<file path="src/rtl/core/utf8_stream_decoder_macros.svh">
// ----------------------------------------------------------------------------
// utf8_stream_decoder_macros
// Assertion macros used by the decoder back end (utf8sd_back).
// ----------------------------------------------------------------------------
`ifndef UTF8_STREAM_DECODER_MACROS_SVH
`define UTF8_STREAM_DECODER_MACROS_SVH

// Same-cycle implication, disabled while in reset.
`define U8SD_ASSERT(lbl, clk, rst_n, ante, cons) \
    lbl: assert property (@(posedge clk) disable iff (!rst_n) (ante) |-> (cons)) \
        else $error("assertion failed");

// Next-cycle implication, disabled while in reset.
`define U8SD_ASSERT_NEXT(lbl, clk, rst_n, ante, cons) \
    lbl: assert property (@(posedge clk) disable iff (!rst_n) (ante) |=> (cons)) \
        else $error("assertion failed");

`endif

</file>
<file path="src/rtl/core/utf8sd_pkg.sv">
// ----------------------------------------------------------------------------
// utf8sd_pkg
// Types and constants of the UTF-8 stream decoder.
// ----------------------------------------------------------------------------
package utf8sd_pkg;

    localparam int QUEUE_DEPTH = 2;
    localparam int QPTR_W      = $clog2(QUEUE_DEPTH);
    localparam int QCNT_W      = $clog2(QUEUE_DEPTH + 1);

    localparam int CP_W  = 21;
    localparam int LEN_W = 3;

    localparam logic [CP_W-1:0] MIN_CP_2 = 21'h00080;
    localparam logic [CP_W-1:0] MIN_CP_3 = 21'h00800;
    localparam logic [CP_W-1:0] MIN_CP_4 = 21'h10000;
    localparam logic [CP_W-1:0] MAX_CP   = 21'h10FFFF;

    localparam logic [LEN_W-1:0] LEN_NONE = 3'd0;
    localparam logic [LEN_W-1:0] LEN_1    = 3'd1;
    localparam logic [LEN_W-1:0] LEN_2    = 3'd2;
    localparam logic [LEN_W-1:0] LEN_3    = 3'd3;
    localparam logic [LEN_W-1:0] LEN_4    = 3'd4;

    typedef enum logic [1:0] {
        ST_VALID      = 2'd0,
        ST_NULL       = 2'd1,
        ST_ILLEGAL    = 2'd2,
        ST_INCOMPLETE = 2'd3
    } t_status;

    typedef struct packed {
        logic [7:0]       data;
        logic             last;
        logic [LEN_W-1:0] lead_len;
        logic             is_cont;
    } t_item;

    typedef struct packed {
        logic full;
        logic empty;
    } t_qstat;

endpackage

</file>
<file path="src/rtl/core/utf8sd_front.sv">
// ----------------------------------------------------------------------------
// utf8sd_front
// Input side: takes bytes and tags each with its lead length and class.
// ----------------------------------------------------------------------------
module utf8sd_front (
    input  logic                  i_valid,
    output logic                  o_ready,
    input  logic [7:0]            i_in_byte,
    input  logic                  i_end_of_input,
    input  utf8sd_pkg::t_qstat    i_qstat,
    output logic                  o_push,
    output utf8sd_pkg::t_item     o_item
);
    import utf8sd_pkg::*;

    logic [LEN_W-1:0] lead_len;

    always_comb begin
        priority if (i_in_byte[7] == 1'b0) begin
            lead_len = LEN_1;
        end else if (i_in_byte[7:5] == 3'b110) begin
            lead_len = LEN_2;
        end else if (i_in_byte[7:4] == 4'b1110) begin
            lead_len = LEN_3;
        end else if (i_in_byte[7:3] == 5'b11110) begin
            lead_len = LEN_4;
        end else begin
            lead_len = LEN_NONE;
        end
    end

    assign o_ready          = !i_qstat.full;
    assign o_push           = i_valid && !i_qstat.full;
    assign o_item.data      = i_in_byte;
    assign o_item.last      = i_end_of_input;
    assign o_item.lead_len  = lead_len;
    assign o_item.is_cont   = (i_in_byte[7:6] == 2'b10);

endmodule

</file>
<file path="src/rtl/core/utf8sd_queue.sv">
// ----------------------------------------------------------------------------
// utf8sd_queue
// Short FIFO of tagged bytes between front and back.
// ----------------------------------------------------------------------------
module utf8sd_queue (
    input  logic                  i_clk,
    input  logic                  i_rst_n,
    input  logic                  i_push,
    input  utf8sd_pkg::t_item     i_item,
    input  logic                  i_pop,
    output utf8sd_pkg::t_item     o_item,
    output utf8sd_pkg::t_qstat    o_qstat
);
    import utf8sd_pkg::*;

    t_item             r_mem [QUEUE_DEPTH];
    logic [QPTR_W-1:0] r_wr_ptr;
    logic [QPTR_W-1:0] r_rd_ptr;
    logic [QCNT_W-1:0] r_count;
    logic [QPTR_W-1:0] n_wr_ptr;
    logic [QPTR_W-1:0] n_rd_ptr;
    logic [QCNT_W-1:0] n_count;

    always_comb begin
        n_wr_ptr = r_wr_ptr;
        n_rd_ptr = r_rd_ptr;
        n_count  = r_count;
        if (i_push) begin
            n_wr_ptr = (r_wr_ptr == QPTR_W'(QUEUE_DEPTH - 1)) ? '0 : r_wr_ptr + 1'b1;
        end
        if (i_pop) begin
            n_rd_ptr = (r_rd_ptr == QPTR_W'(QUEUE_DEPTH - 1)) ? '0 : r_rd_ptr + 1'b1;
        end
        if (i_push && !i_pop) begin
            n_count = r_count + 1'b1;
        end else if (!i_push && i_pop) begin
            n_count = r_count - 1'b1;
        end
    end

    always_ff @(posedge i_clk) begin
        if (!i_rst_n) begin
            r_wr_ptr <= '0;
            r_rd_ptr <= '0;
            r_count  <= '0;
        end else begin
            r_wr_ptr <= n_wr_ptr;
            r_rd_ptr <= n_rd_ptr;
            r_count  <= n_count;
        end
    end

    always_ff @(posedge i_clk) begin
        if (i_push) begin
            r_mem[r_wr_ptr] <= i_item;
        end
    end

    assign o_item        = r_mem[r_rd_ptr];
    assign o_qstat.full  = (r_count == QCNT_W'(QUEUE_DEPTH));
    assign o_qstat.empty = (r_count == '0);

endmodule

</file>
<file path="src/rtl/core/utf8sd_back.sv">
// ----------------------------------------------------------------------------
// utf8sd_back
// Sequence state machine and registered result slot.
// ----------------------------------------------------------------------------
`include "utf8_stream_decoder_macros.svh"

module utf8sd_back (
    input  logic                  i_clk,
    input  logic                  i_rst_n,
    input  utf8sd_pkg::t_item     i_item,
    input  utf8sd_pkg::t_qstat    i_qstat,
    output logic                  o_pop,
    output logic                  o_valid,
    input  logic                  i_ready,
    output logic [20:0]           o_code_point,
    output logic [2:0]            o_seq_length,
    output logic [1:0]            o_status
);
    import utf8sd_pkg::*;

    logic [LEN_W-1:0] r_exp_len;
    logic [LEN_W-1:0] r_seen;
    logic [CP_W-1:0]  r_partial;
    logic             r_bad;
    logic             r_out_valid;
    logic [CP_W-1:0]  r_cp;
    logic [LEN_W-1:0] r_len;
    t_status          r_st;

    logic [LEN_W-1:0] n_exp_len;
    logic [LEN_W-1:0] n_seen;
    logic [CP_W-1:0]  n_partial;
    logic             n_bad;
    logic             emit;
    logic [CP_W-1:0]  emit_cp;
    logic [LEN_W-1:0] emit_len;
    t_status          emit_st;
    logic [CP_W-1:0]  lead_bits;
    logic             range_bad;

    assign o_pop = !i_qstat.empty && (!r_out_valid || i_ready);

    always_comb begin
        unique case (i_item.lead_len)
            LEN_2:   lead_bits = CP_W'(i_item.data[4:0]);
            LEN_3:   lead_bits = CP_W'(i_item.data[3:0]);
            LEN_4:   lead_bits = CP_W'(i_item.data[2:0]);
            default: lead_bits = CP_W'(i_item.data);
        endcase
    end

    always_comb begin
        n_exp_len = r_exp_len;
        n_seen    = r_seen;
        n_partial = r_partial;
        n_bad     = r_bad;
        emit      = 1'b0;
        emit_cp   = '0;
        emit_len  = LEN_NONE;
        emit_st   = ST_VALID;
        range_bad = 1'b0;
        if (r_exp_len == LEN_NONE) begin
            priority if (i_item.lead_len == LEN_NONE) begin
                emit    = 1'b1;
                emit_st = ST_ILLEGAL;
            end else if (i_item.lead_len == LEN_1) begin
                emit = 1'b1;
                if (i_item.data == 8'h00) begin
                    emit_st = ST_NULL;
                end else begin
                    emit_cp  = CP_W'(i_item.data);
                    emit_len = LEN_1;
                end
            end else begin
                n_exp_len = i_item.lead_len;
                n_seen    = LEN_1;
                n_partial = lead_bits;
                n_bad     = 1'b0;
                if (i_item.last) begin
                    emit    = 1'b1;
                    emit_st = ST_INCOMPLETE;
                end
            end
        end else begin
            n_bad     = r_bad || !i_item.is_cont;
            n_partial = {r_partial[CP_W-7:0], i_item.data[5:0]};
            n_seen    = r_seen + 1'b1;
            unique case (r_exp_len)
                LEN_2:   range_bad = (n_partial < MIN_CP_2);
                LEN_3:   range_bad = (n_partial < MIN_CP_3);
                default: range_bad = (n_partial < MIN_CP_4) || (n_partial > MAX_CP);
            endcase
            if (n_seen >= r_exp_len) begin
                emit = 1'b1;
                if (n_bad || range_bad) begin
                    emit_st = ST_ILLEGAL;
                end else begin
                    emit_cp  = n_partial;
                    emit_len = r_exp_len;
                end
            end else if (i_item.last) begin
                emit    = 1'b1;
                emit_st = ST_INCOMPLETE;
            end
        end
        if (emit) begin
            n_exp_len = LEN_NONE;
            n_seen    = LEN_NONE;
            n_partial = '0;
            n_bad     = 1'b0;
        end
    end

    always_ff @(posedge i_clk) begin
        if (!i_rst_n) begin
            r_exp_len   <= LEN_NONE;
            r_seen      <= LEN_NONE;
            r_partial   <= '0;
            r_bad       <= 1'b0;
            r_out_valid <= 1'b0;
        end else begin
            if (o_pop) begin
                r_exp_len <= n_exp_len;
                r_seen    <= n_seen;
                r_partial <= n_partial;
                r_bad     <= n_bad;
            end
            if (o_pop) begin
                r_out_valid <= emit;
            end else if (i_ready) begin
                r_out_valid <= 1'b0;
            end
        end
    end

    always_ff @(posedge i_clk) begin
        if (o_pop && emit) begin
            r_cp  <= emit_cp;
            r_len <= emit_len;
            r_st  <= emit_st;
        end
    end

    assign o_valid      = r_out_valid;
    assign o_code_point = r_cp;
    assign o_seq_length = r_len;
    assign o_status     = r_st;

    `U8SD_ASSERT(a_err_zero, i_clk, i_rst_n, r_out_valid && r_st != ST_VALID, r_cp == '0 && r_len == LEN_NONE)
    `U8SD_ASSERT(a_idle_clear, i_clk, i_rst_n, r_exp_len == LEN_NONE, r_seen == LEN_NONE && !r_bad)
    `U8SD_ASSERT(a_seen_range, i_clk, i_rst_n, r_exp_len != LEN_NONE, r_seen != LEN_NONE && r_seen < r_exp_len)
    `U8SD_ASSERT_NEXT(a_open_seq, i_clk, i_rst_n, o_pop && r_exp_len == LEN_NONE && i_item.lead_len >= LEN_2 && !i_item.last, r_exp_len != LEN_NONE && !r_bad)

endmodule

</file>
<file path="src/rtl/core/utf8_stream_decoder.sv">
// Path: an accepted byte is written into the byte queue; when popped, any result it completes is registered.
// Throughput: one byte per cycle while the receiver does not stall; the byte queue and the result register
// decouple the input and output handshakes.
// Reset: synchronous, active low; clears sequence state, queue and result valid.
// ----------------------------------------------------------------------------
// utf8_stream_decoder
// UTF-8 byte stream to code point decoder with error and incomplete status.
// ----------------------------------------------------------------------------
module utf8_stream_decoder (
    input  logic        i_clk,
    input  logic        i_rst_n,
    input  logic        i_valid,
    output logic        o_ready,
    input  logic [7:0]  i_in_byte,
    input  logic        i_end_of_input,
    output logic        o_valid,
    input  logic        i_ready,
    output logic [20:0] o_code_point,
    output logic [2:0]  o_seq_length,
    output logic [1:0]  o_status
);
    import utf8sd_pkg::*;

    logic   push;
    logic   pop;
    t_item  push_item;
    t_item  head_item;
    t_qstat qstat;

    utf8sd_front u_front (
        .i_valid        (i_valid),
        .o_ready        (o_ready),
        .i_in_byte      (i_in_byte),
        .i_end_of_input (i_end_of_input),
        .i_qstat        (qstat),
        .o_push         (push),
        .o_item         (push_item)
    );

    utf8sd_queue u_queue (
        .i_clk   (i_clk),
        .i_rst_n (i_rst_n),
        .i_push  (push),
        .i_item  (push_item),
        .i_pop   (pop),
        .o_item  (head_item),
        .o_qstat (qstat)
    );

    utf8sd_back u_back (
        .i_clk        (i_clk),
        .i_rst_n      (i_rst_n),
        .i_item       (head_item),
        .i_qstat      (qstat),
        .o_pop        (pop),
        .o_valid      (o_valid),
        .i_ready      (i_ready),
        .o_code_point (o_code_point),
        .o_seq_length (o_seq_length),
        .o_status     (o_status)
    );

endmodule

</file>
<file path="config.mk">
export PLATFORM = sky130hd
export DESIGN_NAME = utf8_stream_decoder
export DESIGN_NICKNAME = d
export VERILOG_FILES = /design/src/rtl/core/utf8sd_pkg.sv /design/src/rtl/core/utf8sd_front.sv /design/src/rtl/core/utf8sd_queue.sv /design/src/rtl/core/utf8sd_back.sv /design/src/rtl/core/utf8_stream_decoder.sv
export VERILOG_INCLUDE_DIRS = /design/src /design/src/rtl/core
export SDC_FILE = /design/constraint.sdc
export NUM_CORES = 1
export LEC_CHECK = 0
export ABC_AREA = 1
export BUFFER_PORTS_ARGS = -buffer_cell sky130_fd_sc_hd__buf_2
export CAP_MARGIN = 10
export CORE_MARGIN = 3
export CORE_UTILIZATION = 50
export CTS_CLUSTER_SIZE = 25
export DETAILED_ROUTE_END_ITERATION = 16
export PLACE_DENSITY_LB_ADDON = 0.2
export SLEW_MARGIN = 40
export SYNTH_ARGS = -nofsm -noshare
export SYNTH_HDL_FRONTEND = slang
export SYNTH_SLANG_ARGS = --single-unit
</file>
<file path="constraint.sdc">
create_clock -name i_clk -period 2.9 [get_ports i_clk]
set_clock_uncertainty 0.2 [all_clocks]
set_input_delay 0.87 -clock i_clk [delete_from_list [all_inputs] [get_ports i_clk]]
set_output_delay 0.87 -clock i_clk [all_outputs]
set_load 0.05 [all_outputs]
</file>
# After elaboration in Yosys (flattened, before gate mapping)
# Memory sizes are Yosys's and may differ from the RTL's. A register that Yosys moved wholly into a read port is not among the register bits.
# Cells that the tools add are included.
# op_classes
addsub,5
order_cmp,5
n_eq_ne,15
n_mux,57
n_reduce_logical,24
# ops
cell,count
two-way mux 21 bit,5
two-way mux 15 bit,4
two-way mux 3 bit,17
one-hot mux 8 bit (3 select lines),1
> comparator 21 bit (second input constant),1
less-than comparator 21 x 12 -> 1 bit (second input constant),1
less-than comparator 21 x 17 -> 1 bit (second input constant),1
less-than comparator 21 x 8 -> 1 bit (second input constant),1
two-way mux 1 bit,20
two-way mux 2 bit,8
equality test 3 x 2 -> 1 bit (second input constant),4
zero test 8 bit,1
two-way mux 8 bit,1
equality test 3 bit (second input constant),2
zero test 1 bit,6
zero test 3 bit,2
!= test 3 x 2 -> 1 bit (second input constant),2
nonzero test 2 bit,3
equality test 5 bit (second input constant),1
logical AND 1 bit,5
equality test 2 bit (second input constant),2
equality test 4 bit (second input constant),1
logical OR 1 bit,4
!= test 2 x 1 -> 1 bit (second input constant),2
other kinds (10),11
# word_totals
regBits,53
ram_bits,26
input_bits,13
out_inout_bits,28
wordCells,118
mem_count,1
# memory_table
name,words,word_bits,rd,rd_clocked_by_memory_dff,wr,line_no,source
u_queue.r_mem,2,13,1,1,1,utf8sd_queue.sv:16,t_item r_mem [QUEUE_DEPTH];

# Depth between registers and ports, before layout
# Gate-level depths: netlist of run 1.
# logic_depth
depth_word,8
depth_mapped,12
mapped_depth_nobuf,12

# Hierarchy
# A second synthesis of run 1 with hierarchy kept.
# hier_totals
hier_cells,365
hier_area_um2,3641.0
# modules_own_cells
module,instances,cells_per_inst,area_per_inst_um2,seq_area_each_um2
utf8sd_back,1,267,2309.7,1241.2
utf8sd_queue,1,75,1203.7,880.8
utf8sd_front,1,23,127.6,0.0

# Worst setup path after synthesis of run 1
# Ideal clock, no wire load.
# synth_timing
kind,reg-to-reg
start,register u_back.r_seen[0]
end,register u_back.r_cp[0] (netlist: u_back.o_code_point[0]) (enable)
setup_time_ns,0.377
arrival_time_ns,1.935
required_ns,2.323
path_slack_ns,0.387
path_stages_with_launch,10
path_buffers,0
period_less_slack_ns,2.513
path_cell_list,dfxtp_1 ha_1 xor2_1 ha_1 nand3_1 nand3_1 nor2_4 nand2_2 nand2_4 nor2_4
# synth_between
elab_chain_cells,5
# synth_lines
item,line_no,source
"start, declared",utf8sd_back.sv:22,logic [LEN_W-1:0] r_seen;
"start signal, assigned",utf8sd_back.sv:124,r_seen <= n_seen;
adder 3 x 1 -> 3 bit,utf8sd_back.sv:87,n_seen = r_seen + 1'b1;
greater-or-equal comparator 3 bit,utf8sd_back.sv:93,if (n_seen >= r_exp_len) begin
two-way mux 1 bit,utf8sd_back.sv:93,
two-way mux 1 bit,utf8sd_back.sv:62,if (r_exp_len == LEN_NONE) begin
logical AND 1 bit,utf8sd_back.sv:137,if (o_pop && emit) begin
"end signal, assigned",utf8sd_back.sv:138,r_cp <= emit_cp;
"end, declared",utf8sd_back.sv:26,logic [CP_W-1:0] r_cp;
# No other way between the ends.
# A chain may end at the register's enable or synchronous reset.

# Final worst setup path of run 1
# layout_timing
start,register u_back.r_seen[0]
end,register u_back.r_cp[9] (netlist: u_back.o_code_point[9]) (enable)
# Same word-level chain as after synthesis.

==> impl_metrics.json, run 1 <==
{
  "status": "finished clean",
  "wirelength_mm": 6.60,
  "synthCells": 374,
  "nets": 441,
  "tns_ns": 0,
  "cp_max_fo": 21,
  "die-area_sq_um": 8540,
  "ys_ff_latch": 80,
  "final_max_slew_viol_count": 0,
  "post-route-cell-area_sq_um": 4220,
  "worstMarginPinSlew_ns": 0.477,
  "worstPathCellList": "ha_1 > xor2_1 > ha_1 > a21oi_1 > nand3_1 > nor2_4 > nand2_2 > nand2_4 > nor2_4 > buf_4",
  "gp_congestion": 0.853,
  "core_area_sq_um": 7020,
  "r2r_start": "u_back.r_seen[0]",
  "grt_pass1_wl_mm": 11.1,
  "postCtsResizedCells": 0,
  "rrSetupSlack_ns": 0.40,
  "fin_crit_sh_pct": 86.3,
  "fmax_mhz": 399,
  "cts_tree": "done",
  "numCtsBuffers": 9,
  "floorplan.initialDensity_pct": 53.2,
  "crit_required_ns": 2.79,
  "worstPathArrival_ns": 2.39,
  "die_h_um": 92.4,
  "ys_seq_area_share_pct": 56.9,
  "final_util_pct": 60.2,
  "synth_warnings": 0,
  "synth.area.top_cells": "edfxtp_1 (42%), dfxtp_1 (15%), nand2_1 (6.2%), inv_1 (4.7%), nor2_1 (4.2%)",
  "post_cts_buffers": 0,
  "rsz0062_at_grt": "no",
  "cts_root_buf": "clkbuf_8",
  "postCtsHoldBufs": 0,
  "setup_violations": 0,
  "netlist_area_sq_um": 3730,
  "reg2regPathDepth": 10,
  "syn-num-nets": 392,
  "cts_htree_levels": 3,
  "drtIter0Drc": 116,
  "fin_crit_ns": 2.50,
  "ant_nets": 0,
  "min_from": "u_queue.r_rd_ptr",
  "wl_per_cell_um": 12.6,
  "antenna_found_initial": 0,
  "min_path_type": "reg -> reg",
  "grt_overflow": 0,
  "yosys.area.top_type": "edfxtp_1",
  "row_count": 30,
  "num_vias": 2526,
  "fill_cells": 605,
  "io_buffers": 40,
  "startpoint_type": "flip-flop",
  "die_w_um": 92.4,
  "cts.path.max_buffers": 2,
  "min_to": "u_queue.r_rd_ptr",
  "cts.sinks": 80,
  "synthToLayoutAreaGrowth_pct": 13.1,
  "yosysTopAreaCellShare_pct": 41.8,
  "drc": 0,
  "grt_max_degree": 22,
  "grt_pass1_vias": 2354,
  "cap_viol_max_count": 0,
  "synth_cell_type_count": 39,
  "drt_first_pass_iters": 4,
  "timing.rr.end": "u_back.o_code_point[9]",
  "slowest_stage": "dfxtp_1",
  "dpl_cell_area_sq_um": 4030,
  "avgSynthCellArea_sq_um": 9.98,
  "slew_headroom_pct": 68.2,
  "ios": 41,
  "slowest_delay_ns": 0.39,
  "hold_depth": 1,
  "n_antenna_cell": 0,
  "drive_above_1_share_pct": 27.6,
  "worst_setup_path_end_kind": "flip-flop",
  "clock_latency_ns": 0.35,
  "critPathKind": "reg -> reg",
  "clkTransAtPathRegs_ns": 0.08,
  "grtUsageTotal_pct": 16.8,
  "final-hold-violation-count": 0,
  "vias_per_cell": 4.82,
  "hpwl_mm": 4.85
}
-- worst max-delay path by stage --
stage	startpoint	endpoint	slack [ns]	cells past startpoint
2_1_floorplan	u_back.r_seen[0]	u_back.o_code_point[0]	0.39	9
3_3_place_gp	i_ready	u_back.o_code_point[11]	0.50	7
3_5_place_dp	u_back.r_seen[0]	u_back.o_code_point[16]	0.41	10
4_1_cts	u_back.r_seen[0]	u_back.o_code_point[16]	0.39	10
5_1_grt	u_back.r_seen[0]	u_back.o_code_point[16]	0.20	10
6_report	u_back.r_seen[0]	u_back.o_code_point[9]	0.40	10
-- cell usage in the layout, fill, tap and decap left out, types with 3 or more instances in the layout --
| master | netlist | routed |
|---|---|---|
| a21oi_1 | 21 | 21 |
| a21oi_2 | 7 | 7 |
| buf_2 | 3 | 40 |
| buf_4 | 2 | 9 |
| clkbuf_8 | 0 | 9 |
| dfxtp_1 | 28 | 28 |
| edfxtp_1 | 52 | 52 |
| ha_1 | 5 | 5 |
| inv_1 | 47 | 47 |
| inv_2 | 5 | 5 |
| nand2_1 | 62 | 62 |
| nand2_2 | 10 | 10 |
| nand2_4 | 9 | 9 |
| nand3_1 | 12 | 12 |
| nor2_1 | 42 | 42 |
| nor2_2 | 9 | 9 |
| nor2_4 | 4 | 4 |
| o211ai_1 | 3 | 3 |
| o21ai_0 | 19 | 19 |
| o21ai_1 | 6 | 6 |
-- kinds of logic after synthesis --
kind of cell / share of synthesized area, %
AO/OA/AOI/OAI: 10.4
XOR/XNOR: 0.235
adder cells (fa/ha/maj): 1.68
buffers and inverters: 8.15
flip-flops: 56.9
multiplexers: 0.536
AND/OR/NAND/NOR: 22.2
-- area by class of cell --
class | count | area [sq um] | share of cell area, %
Timing Repair Buffer | 49 | 268 | 6.34
Inverter | 54 | 213 | 5.04
Tap cell | 96 | 120 | 2.84
Multi-Input combinational cell | 229 | 1310 | 30.9
Clock inverter | 7 | 70.1 | 1.66
Sequential cell | 80 | 2120 | 50.3
Clock buffer | 9 | 124 | 2.93
-- worst max-delay path, delay by kind of cell, from the launching register on --
family                   cells  cell delay, ns
flip-flops                   1            0.39
AND/OR/NAND/NOR              5            0.58
buffers and inverters        1            0.21
adder cells (fa/ha/maj)      2            0.48
XOR/XNOR                     1            0.21
AO/OA/AOI/OAI                1            0.16
-- flip-flops by register name, indices dropped and copies added (netlist names), named ones only --
name and count:
u_back.r_exp_len 3, u_back.o_valid 1, u_queue.r_mem 26, u_back.r_partial 15, u_back.r_seen 3, u_back.r_bad 1, u_queue.r_rd_ptr 1, u_queue.r_wr_ptr 1
u_queue.r_count 2, u_back.o_code_point 21, u_back.o_seq_length 3, u_back.o_status 2
-- routing by layer --
metal / up-vias / GRT usage [%] / wire (um)
li1: 1327 / - / -
met1: 1138 / 23.1 / 3180
met2: 56 / 25.6 / 3040
met3: 5 / 4.39 / 328
met4: 0 / 6.31 / 56
met5: - / 0 / 0
-- per-stage QoR --
stage          worst slack [ns]  std cells  hold slack (ns)
4_1_cts                   0.391        524            0.259
2_1_floorplan             0.387        374            0.225
6_report                  0.396        524            0.256
3_3_place_gp              0.499        508            0.241
5_1_grt                   0.205        524            0.291
3_5_place_dp              0.411        508            0.250
-- synthesized netlist by cell type, drive strengths merged --
library cell and n:
edfxtp 52, nor2 56, o21ai 25, buf 10, inv 54, o31ai 1
clkbuf 1, xor2 1, mux2i 2, o21a 2, ha 5, nand4 2
a21boi 2, dfxtp 28, nand3 14, a22oi 1, nor3 3, o211ai 3
nand2 81, o22ai 2, a21oi 29
Power of run 1 is left out: the tool's default activity adds up to more than one toggle a clock period on the data nets, which glitch-free logic cannot reach.
==> run 2: changes to the inputs <==
==> constraint.sdc (replaced) <==
create_clock -name i_clk -period 2.5 [get_ports i_clk]
set_clock_uncertainty 0.2 [all_clocks]
set_input_delay 0.75 -clock i_clk [delete_from_list [all_inputs] [get_ports i_clk]]
set_output_delay 0.75 -clock i_clk [all_outputs]
set_load 0.05 [all_outputs]
==> run 2 against run 1 <==
Count of clock-buffer cells in the layout rose by 2; die area stayed put; flip-flop and latch count stayed put; first-iteration DRC count fell by 17%; fmax up 7.8%; critical path depth up 2; worst setup slack worse by 0.22 ns; largest cell class unchanged.
==> impl_metrics.json, run 2 (synthesis results as in run 1) <==
{
  "ios": 41,
  "wl_per_cell_um": 13.2,
  "die_w_um": 92.4,
  "num_vias": 2553,
  "io_buffers": 40,
  "synthToLayoutAreaGrowth_pct": 14.5,
  "layout_commonest_cell": "nand2_1",
  "cp_max_fo": 7,
  "min_path_type": "reg -> reg",
  "grt_pass1_vias": 2328,
  "nets": 443,
  "clkTransAtPathRegs_ns": 0.08,
  "status": "finished clean",
  "core_area_sq_um": 7020,
  "drtIter0Drc": 96,
  "ant_nets": 0,
  "grt_max_degree": 25,
  "fmax_mhz": 431,
  "tns_ns": 0,
  "grt_overflow": 0,
  "regMostFlops": "u_queue.r_mem",
  "fin_crit_sh_pct": 92.9,
  "hpwl_mm": 5.06,
  "cts.path.max_buffers": 2,
  "setup_violations": 0,
  "worst_setup_path_end_kind": "flip-flop",
  "cts_tree": "done",
  "worstPathArrival_ns": 2.36,
  "cts.sinks": 80,
  "slew_headroom_pct": 66.4,
  "n_antenna_cell": 0,
  "largest_reg_flops": 26,
  "clock_latency_ns": 0.36,
  "die_h_um": 92.4,
  "grt_pass1_wl_mm": 11.4,
  "final_max_slew_viol_count": 0,
  "floorplan.initialDensity_pct": 53.2,
  "die-area_sq_um": 8540,
  "cts_root_buf": "clkbuf_8",
  "rsz0062_at_grt": "no",
  "numCtsBuffers": 9,
  "gp_congestion": 0.849,
  "final-hold-violation-count": 0,
  "wirelength_mm": 6.96,
  "drc": 0,
  "cts_htree_levels": 3,
  "row_count": 30,
  "startpoint_type": "flip-flop",
  "drive_above_1_share_pct": 28.8,
  "crit_required_ns": 2.54,
  "worstMarginPinSlew_ns": 0.503,
  "antenna_found_initial": 0,
  "layout_common_cells": "nand2_1 (62), edfxtp_1 (52), inv_1 (47)",
  "critPathKind": "reg -> reg",
  "grtUsageTotal_pct": 17.3,
  "post_cts_buffers": 0,
  "fin_crit_ns": 2.32,
  "vias_per_cell": 4.85,
  "drt_first_pass_iters": 4,
  "cap_viol_max_count": 0
}
-- run 2: what timing repair did --
item / 4_1_cts / 5_1_grt
hold buffers: 0 / 0
setup endpoints to repair: 0 / 40
gates resized for setup: 0 / 3
-- run 2: cell type report --
cell class / instances / area [sq um]
clock buffers: 11 / 163
clock inverters: 5 / 37.5
fillers: 584 / 2750
inverters: 54 / 213
multi-input cells: 229 / 1320
flip-flops and latches: 80 / 2120
well taps: 96 / 120
repair buffers: 51 / 295
-- run 2: worst paths after layout --
path | startpoint | to | slack (ns) | depth (start not counted)
setup / recovery | u_back.r_seen[0] | u_back.o_valid | 0.18 | 12
setup reg to reg | u_back.r_seen[0] | u_back.o_valid | 0.18 | 12
hold reg to reg | u_queue.r_rd_ptr | u_queue.r_rd_ptr | 0.26 | 1
hold / removal | u_queue.r_rd_ptr | u_queue.r_rd_ptr | 0.26 | 1
-- run 2: through the flow --
| step | cell area [sq um] | hold slack [ns] | utilization, % | std cells | worst slack (ns) |
|---|---|---|---|---|---|
| 2_1_floorplan | 3740 | 0.225 | - | 374 | 0.00288 |
| 3_3_place_gp | 4060 | 0.239 | 57.9 | 510 | 0.212 |
| 3_5_place_dp | 4060 | 0.250 | 57.9 | 510 | 0.125 |
| 4_1_cts | 4260 | 0.263 | 60.7 | 526 | 0.113 |
| 5_1_grt | 4270 | 0.297 | 60.9 | 526 | 0.0238 |
| 6_report | 4270 | 0.260 | 60.9 | 526 | 0.178 |
-- run 2: worst max-delay path, stage by stage (launching register included) --
cell     delay [ns]
dfxtp_2        0.34
ha_2           0.20
xor2_2         0.15
ha_1           0.33
a21oi_1        0.18
nand3_2        0.13
nor2_4         0.10
nand2_2        0.09
nand2_4        0.13
nor2_4         0.06
buf_4          0.16
nor2_2         0.09
nor2_2         0.04
-- run 2: layer usage --
layer  part of all wire [%]  global-route usage (%)
met2                     46                    25.2
met5                      0                       0
met3                    4.0                    4.06
met4                    2.4                    8.79
met1                     48                    24.0
Power of run 2 is left out for the same reason.
